--- config.mk ---
export PLATFORM = sky130hd
export DESIGN_NAME = base64_stream_encoder_unit
export DESIGN_NICKNAME = d
export VERILOG_FILES = /design/src/design/b64e_pkg.sv /design/src/design/b64e_front.sv /design/src/design/b64e_queue.sv /design/src/design/b64e_back.sv /design/src/design/base64_stream_encoder_unit.sv
export SDC_FILE = /design/constraint.sdc
export NUM_CORES = 1
export LEC_CHECK = 0
export BUFFER_PORTS_ARGS = -buffer_cell sky130_fd_sc_hd__buf_2
export CAP_MARGIN = 20
export CORE_MARGIN = 1.5
export CORE_UTILIZATION = 55
export DETAILED_ROUTE_END_ITERATION = 7
export MAX_ROUTING_LAYER = met4
export PLACE_DENSITY = 0.73
export REMOVE_ABC_BUFFERS = 1
export SETUP_SLACK_MARGIN = 0.02
export SYNTH_ARGS = -nofsm -noshare
export SYNTH_HDL_FRONTEND = slang
export SYNTH_SLANG_ARGS = --single-unit
export TNS_END_PERCENT = 20
--- constraint.sdc ---
create_clock -name clock -period 3.6 [get_ports clock]
set_input_delay 0.72 -clock clock [delete_from_list [all_inputs] [get_ports clock]]
set_output_delay 0.72 -clock clock [all_outputs]
set_load 0.03 [all_outputs]
--- src/design/b64e_pkg.sv ---
// ----------------------------------------------------------------------------
// b64e_pkg
// Shared types, constants and the alphabet lookup for the base64 stream encoder.
// ----------------------------------------------------------------------------
`default_nettype none

package b64e_pkg;

   localparam int QUEUE_DEPTH = 4;
   localparam int QUEUE_PTR_W = $clog2(QUEUE_DEPTH);
   localparam int QUEUE_CNT_W = $clog2(QUEUE_DEPTH + 1);

   typedef enum logic [1:0] {
      PHASE_0 = 2'd0,
      PHASE_1 = 2'd1,
      PHASE_2 = 2'd2
   } phase_type;

   // one classified byte: up to two alphabet indices
   typedef struct packed {
      logic [5:0] sym0;
      logic [5:0] sym1;
      logic       two;
      logic       last;
   } job_type;

   localparam logic [5:0] IDX_UPPER_END = 6'd26;
   localparam logic [5:0] IDX_LOWER_END = 6'd52;
   localparam logic [5:0] IDX_DIGIT_END = 6'd62;
   localparam logic [5:0] IDX_PLUS      = 6'd62;

   localparam logic [6:0] ASCII_UPPER_A = 7'd65;
   localparam logic [6:0] LOWER_OFFSET  = 7'd71;
   localparam logic [6:0] DIGIT_OFFSET  = 7'd4;
   localparam logic [6:0] ASCII_PLUS    = 7'd43;
   localparam logic [6:0] ASCII_SLASH   = 7'd47;

   function automatic logic [6:0] to_ascii(input logic [5:0] idx);
      logic [6:0] wide;
      wide = {1'b0, idx};
      if (idx < IDX_UPPER_END) begin
         return ASCII_UPPER_A + wide;
      end else if (idx < IDX_LOWER_END) begin
         return LOWER_OFFSET + wide;
      end else if (idx < IDX_DIGIT_END) begin
         return wide - DIGIT_OFFSET;
      end else if (idx == IDX_PLUS) begin
         return ASCII_PLUS;
      end else begin
         return ASCII_SLASH;
      end
   endfunction

endpackage

`default_nettype wire

--- src/design/b64e_front.sv ---
// ----------------------------------------------------------------------------
// b64e_front
// Accepts bytes, tracks the group phase and leftover bits, and forms jobs.
// ----------------------------------------------------------------------------
`default_nettype none

module b64e_front (
   input  wire logic             clock,
   input  wire logic             reset,
   input  wire logic             push,
   input  wire logic [7:0]       data_byte,
   input  wire logic             last_byte,
   output b64e_pkg::job_type     job,
   output logic                  job_push,
   input  wire logic             queue_full
);

   b64e_pkg::phase_type phase_ff, phase_in, phase_next;
   logic [3:0]          carry_ff, carry_in, carry_next;
   logic                take;

   assign take     = push && !queue_full;
   assign job_push = take;

   // next state
   always_comb begin
      unique case (phase_ff)
         b64e_pkg::PHASE_1: begin
            phase_next = b64e_pkg::PHASE_2;
            carry_next = data_byte[3:0];
         end
         b64e_pkg::PHASE_2: begin
            phase_next = b64e_pkg::PHASE_0;
            carry_next = 4'd0;
         end
         default: begin
            phase_next = b64e_pkg::PHASE_1;
            carry_next = {2'b00, data_byte[1:0]};
         end
      endcase
      phase_in = phase_ff;
      carry_in = carry_ff;
      if (take) begin
         if (last_byte) begin
            phase_in = b64e_pkg::PHASE_0;
            carry_in = 4'd0;
         end else begin
            phase_in = phase_next;
            carry_in = carry_next;
         end
      end
   end

   // outputs
   always_comb begin
      job.last = last_byte;
      unique case (phase_ff)
         b64e_pkg::PHASE_1: begin
            job.sym0 = {carry_ff[1:0], data_byte[7:4]};
            job.sym1 = {data_byte[3:0], 2'b00};
            job.two  = last_byte;
         end
         b64e_pkg::PHASE_2: begin
            job.sym0 = {carry_ff[3:0], data_byte[7:6]};
            job.sym1 = data_byte[5:0];
            job.two  = 1'b1;
         end
         default: begin
            job.sym0 = data_byte[7:2];
            job.sym1 = {data_byte[1:0], 4'b0000};
            job.two  = last_byte;
         end
      endcase
   end

   always_ff @(posedge clock) begin
      if (reset) begin
         phase_ff <= b64e_pkg::PHASE_0;
         carry_ff <= 4'd0;
      end else begin
         phase_ff <= phase_in;
         carry_ff <= carry_in;
      end
   end

endmodule

`default_nettype wire

--- src/design/b64e_queue.sv ---
// ----------------------------------------------------------------------------
// b64e_queue
// Short job queue between the byte front end and the character back end.
// ----------------------------------------------------------------------------
`default_nettype none

module b64e_queue (
   input  wire logic              clock,
   input  wire logic              reset,
   input  wire logic              push,
   input  wire b64e_pkg::job_type push_job,
   output logic                   full,
   input  wire logic              pop,
   output b64e_pkg::job_type      head_job,
   output logic                   empty
);

   b64e_pkg::job_type                  entries_ff [b64e_pkg::QUEUE_DEPTH];
   logic [b64e_pkg::QUEUE_PTR_W-1:0]   wr_ptr_ff, wr_ptr_in;
   logic [b64e_pkg::QUEUE_PTR_W-1:0]   rd_ptr_ff, rd_ptr_in;
   logic [b64e_pkg::QUEUE_CNT_W-1:0]   count_ff, count_in;
   logic                               do_push, do_pop;

   assign full     = (count_ff == b64e_pkg::QUEUE_CNT_W'(b64e_pkg::QUEUE_DEPTH));
   assign empty    = (count_ff == '0);
   assign do_push  = push && !full;
   assign do_pop   = pop && !empty;
   assign head_job = entries_ff[rd_ptr_ff];

   always_comb begin
      wr_ptr_in = do_push ? wr_ptr_ff + 1'b1 : wr_ptr_ff;
      rd_ptr_in = do_pop ? rd_ptr_ff + 1'b1 : rd_ptr_ff;
      count_in  = count_ff;
      if (do_push && !do_pop) begin
         count_in = count_ff + 1'b1;
      end else if (!do_push && do_pop) begin
         count_in = count_ff - 1'b1;
      end
   end

   always_ff @(posedge clock) begin
      if (reset) begin
         wr_ptr_ff <= '0;
         rd_ptr_ff <= '0;
         count_ff  <= '0;
      end else begin
         wr_ptr_ff <= wr_ptr_in;
         rd_ptr_ff <= rd_ptr_in;
         count_ff  <= count_in;
      end
   end

   always_ff @(posedge clock) begin
      if (do_push) begin
         entries_ff[wr_ptr_ff] <= push_job;
      end
   end

endmodule

`default_nettype wire

--- src/design/b64e_back.sv ---
// ----------------------------------------------------------------------------
// b64e_back
// Walks each job one character at a time into the registered result word.
// ----------------------------------------------------------------------------
`default_nettype none

module b64e_back (
   input  wire logic              clock,
   input  wire logic              reset,
   input  wire b64e_pkg::job_type head_job,
   input  wire logic              queue_empty,
   output logic                   queue_pop,
   output logic [6:0]             char_code,
   output logic                   last_char,
   output logic                   out_empty,
   input  wire logic              out_pop
);

   logic       out_valid_ff, out_valid_in;
   logic [6:0] char_ff, char_in;
   logic       last_ff, last_in;
   logic       sel_ff, sel_in;
   logic       load, take;

   assign load = !out_valid_ff || out_pop;
   assign take = load && !queue_empty;

   assign queue_pop = take && (sel_ff || !head_job.two);
   assign out_empty = !out_valid_ff;
   assign char_code = char_ff;
   assign last_char = last_ff;

   always_comb begin
      out_valid_in = out_valid_ff;
      sel_in       = sel_ff;
      char_in      = char_ff;
      last_in      = last_ff;
      if (take) begin
         out_valid_in = 1'b1;
         if (sel_ff) begin
            char_in = b64e_pkg::to_ascii(head_job.sym1);
            last_in = head_job.last;
            sel_in  = 1'b0;
         end else begin
            char_in = b64e_pkg::to_ascii(head_job.sym0);
            last_in = head_job.last && !head_job.two;
            sel_in  = head_job.two;
         end
      end else if (out_pop) begin
         out_valid_in = 1'b0;
      end
   end

   always_ff @(posedge clock) begin
      if (reset) begin
         out_valid_ff <= 1'b0;
         sel_ff       <= 1'b0;
      end else begin
         out_valid_ff <= out_valid_in;
         sel_ff       <= sel_in;
      end
   end

   always_ff @(posedge clock) begin
      char_ff <= char_in;
      last_ff <= last_in;
   end

endmodule

`default_nettype wire

--- src/design/base64_stream_encoder_unit.sv ---
// ----------------------------------------------------------------------------
// base64_stream_encoder_unit
// Unpadded base64 encoder over a byte stream with last-byte marks.
// ----------------------------------------------------------------------------
// usage:
//   input queue: present req_data_byte and req_last_byte with req_push; the
//   word is taken on a clock edge where req_full is low.
//   result queue: while rsp_empty is low, rsp_char_code and rsp_last_char
//   hold the oldest character; raise rsp_pop to take it.
//   each byte yields one or two characters; rsp_last_char marks the final
//   character of a message, and the next byte starts a new message.
//   the first character of a byte passes through a job queue entry and
//   then the result register before it is visible.
//   throughput: one character per cycle at the result register while rsp_pop
//   drains it; bytes keep entering while characters drain.
//   a four-entry job queue parts the byte front end from the character
//   back end; when the receiver stalls, the queue fills and req_full rises.
//   reset (synchronous) empties the queue and the result register and
//   returns the group phase to the start of a message.
// ----------------------------------------------------------------------------
`default_nettype none

module base64_stream_encoder_unit (
   input  wire logic       clock,
   input  wire logic       reset,
   input  wire logic       req_push,
   output logic            req_full,
   input  wire logic [7:0] req_data_byte,
   input  wire logic       req_last_byte,
   output logic            rsp_empty,
   input  wire logic       rsp_pop,
   output logic [6:0]      rsp_char_code,
   output logic            rsp_last_char
);

   b64e_pkg::job_type new_job, head_job;
   logic              job_push, queue_full, queue_pop, queue_empty;

   assign req_full = queue_full;

   b64e_front u_front (
      .clock      (clock),
      .reset      (reset),
      .push       (req_push),
      .data_byte  (req_data_byte),
      .last_byte  (req_last_byte),
      .job        (new_job),
      .job_push   (job_push),
      .queue_full (queue_full)
   );

   b64e_queue u_queue (
      .clock    (clock),
      .reset    (reset),
      .push     (job_push),
      .push_job (new_job),
      .full     (queue_full),
      .pop      (queue_pop),
      .head_job (head_job),
      .empty    (queue_empty)
   );

   b64e_back u_back (
      .clock       (clock),
      .reset       (reset),
      .head_job    (head_job),
      .queue_empty (queue_empty),
      .queue_pop   (queue_pop),
      .char_code   (rsp_char_code),
      .last_char   (rsp_last_char),
      .out_empty   (rsp_empty),
      .out_pop     (rsp_pop)
   );

endmodule

`default_nettype wire

==> run metrics <==
status=finished, final reports clean; nature of the critical path endpoint=flop; commonest non-fill, non-tap cells in the layout=edfxtp_1 (64), nand2_1 (31), inv_1 (24), nor2_1 (23), a21oi_1 (23); Top FF cell, synth=edfxtp_1; I/O pins=23; final setup fails=0; CP delay by family, top=compound AO/OA/AOI/OAI gates; Max Buffers Root-to-Sink=2; CP max stage delay=0.66 ns; Final Hold Fails=0; Reg2Reg Capture Point=u_back.char_code[3]; Slew @ Worst Pin=0.7415 ns; most common cell after layout, fill and taps aside=edfxtp_1; register area share after synthesis=0.5474; H-tree levels=3; Die ar.=8043 µm²; setup TNS=0 ns; fin area=4474 µm²; CP arrival=3.20 ns; grt ovf=0; Clock Sink Count=81; post-synthesis register bit count=81; Root Driver=clkbuf_8; Min-Delay Path Class=flop to flop; GRT Total Usage=0.2164; CP max FO=6; Post-Synthesis Cells=344; Syn Area/Cell=12.01 µm²; Clock transition at path regs=0.08 ns; vias in the first global route=2534; site row count=31; placer's final routability congestion estimate=0.9255; WHS Endpoint=u_front.carry_ff[2]; Post-Route WL=7682 µm; asr flop ratio synth=0; Die Span Y=89.69 µm; cell area after synthesis=4133 µm²; area delta synth->final=8.265%; slew margin rel.=0.5057; Final period util=0.8636; top post-synthesis cells by area=edfxtp_1 (47%), dfxtp_1 (8.2%), mux4_2 (6.0%); Slew Viols, Final=0; number of post-CTS setup repair buffers=0; Final nets=397; global-route wire length before repair=12280 µm; CTS resizes=0; Num CTS Buffers=9; Max IR drop VDD=0.3004 mV; initial drt markers=171; worst path required time=3.69 ns; layout cells sized above 1=0.1545; hold_buf cts=0; Power Dens Cells=737.2 nW/µm²; top-area cell type share of the netlist area=0.4650; port buffer count=22; hold path start=u_front.carry_ff[2]; most area-hungry cell type in the Yosys netlist=edfxtp_1; largest net degree at the start of global routing=22; max cap viols=0; initial core utilization=0.5698; initial antenna violation count=0; Warnings, synthesis=0; EDFF count, synth=64; startpoint types=flop; detailed placer's ending HPWL=5398 µm; CP Buf/Inv Count=1; R2R depth=9; CTS tree=built; worst clock skew=0.01175 ns; Distinct cells, synth=52; core area=7253 µm²; RSZ-0062 raised after global routing=false; Pleak=1.621 nW; drt first pass iters=5; clock latency on the worst-skew pair=0.35 ns; fin crit period=3.109 ns; fillers=572; Final ANT Viol Nets=0; r2r setup slk=0.49 ns; slowest stage cell, crit path=mux4_1; placed cell area=4303 µm²; WHS Path Cells=2; diode count=0; DRC violations left=0; die extent in x=89.69 µm; worst-path cell chain=mux4_1, inv_1, ha_1, nand2_1, o221ai_1, a21oi_1, or3_1, a311oi_1, a211oi_2; crit path kind=flop to flop; achievable frequency=0.3217 GHz; vias per inst=5.765; WL per Instance=16.41 µm; total number of vias=2698
## state kept, by name, indices dropped and copies added, names as in the netlist, named ones only
register             cells
u_front.carry_ff         4
u_back.last_char         1
u_queue.wr_ptr_ff        2
u_queue.entries_ff      56
u_front.phase_ff         2
u_queue.count_ff         3
u_queue.rd_ptr_ff        2
u_back.sel_ff            1
u_back.out_valid_ff      1
u_back.char_code         7
## cell usage after synthesis (3+ instances only)
cell / n
a21o_1: 5
a21oi_1: 23
a22oi_1: 10
a311oi_1: 3
and2_1: 8
and3_1: 3
buf_2: 3
buf_6: 3
clkbuf_1: 10
dfxtp_1: 17
edfxtp_1: 64
ha_1: 19
inv_1: 24
mux2i_1: 7
mux4_1: 3
mux4_2: 11
nand2_1: 31
nand2b_1: 3
nand3_1: 6
nand3b_1: 4
nor2_1: 23
nor3_1: 7
o21ai_0: 17
xor2_1: 3
## stage by stage
stage | util | setup WS [ns] | power [mW] | cells | hold slack (ns)
floorplan | - | 0.2900 | 2.385 | 327 | 0.4262
global placement | 0.5932 | 0.5316 | 2.726 | 452 | 0.4426
detailed placement | 0.5932 | 0.5403 | 2.735 | 452 | 0.4534
CTS | 0.6169 | 0.5190 | 3.311 | 468 | 0.4644
global route | 0.6169 | 0.2929 | 3.528 | 468 | 0.4848
finish | 0.6169 | 0.4912 | 3.298 | 468 | 0.4642
## cell families after synthesis
logic type / count (synthesis) / synth area share
AO/OA/AOI/OAI: 79 / 0.1253
AND/OR/NAND/NOR: 97 / 0.1138
multiplexers: 21 / 0.09598
buffers and inverters: 41 / 0.04451
adder cells (fa/ha/maj): 20 / 0.06237
XOR/XNOR: 5 / 0.01060
flip-flops: 81 / 0.5474
## worst max-delay path by stage
| stage | to | slack (ns) | cells past startpoint |
|---|---|---|---|
| floorplan | u_back.char_code[3] | 0.29 | 9 |
| global placement | u_back.char_code[3] | 0.53 | 9 |
| detailed placement | u_back.char_code[3] | 0.54 | 9 |
| CTS | u_back.char_code[3] | 0.52 | 9 |
| global route | u_back.char_code[3] | 0.29 | 9 |
| finish | u_back.char_code[3] | 0.49 | 9 |
## layer usage
| metal | part of all wire | track usage |
|---|---|---|
| met2 | 0.48 | 0.3406 |
| met1 | 0.46 | 0.2835 |
| met5 | 0 | - |
| met4 | 0.012 | 0.09231 |
| met3 | 0.047 | 0.03016 |
## final cells by class
type	count	area, µm²	area share
Sequential cell	81	2262	0.5056
Inverter	24	90.09	0.02013
Multi-Input combinational cell	222	1687	0.3770
Timing Repair Buffer	26	140.1	0.03132
Clock inverter	7	47.55	0.01063
Clock buffer	9	123.9	0.02768
Tap cell	99	123.9	0.02768
## worst register-to-register path: stages, from the launching register on
cell      delay, ns
dfxtp_1        0.35
mux4_1         0.66
inv_1          0.13
ha_1           0.19
nand2_1        0.06
o221ai_1       0.39
a21oi_1        0.23
or3_1          0.40
a311oi_1       0.39
a211oi_2       0.05
## where the power goes
group	switching (mW)	internal, mW
registers	0.0593	1.23
clock network	0.327	0.249
logic	0.899	0.535
Power figures use the tool's default switching activity.
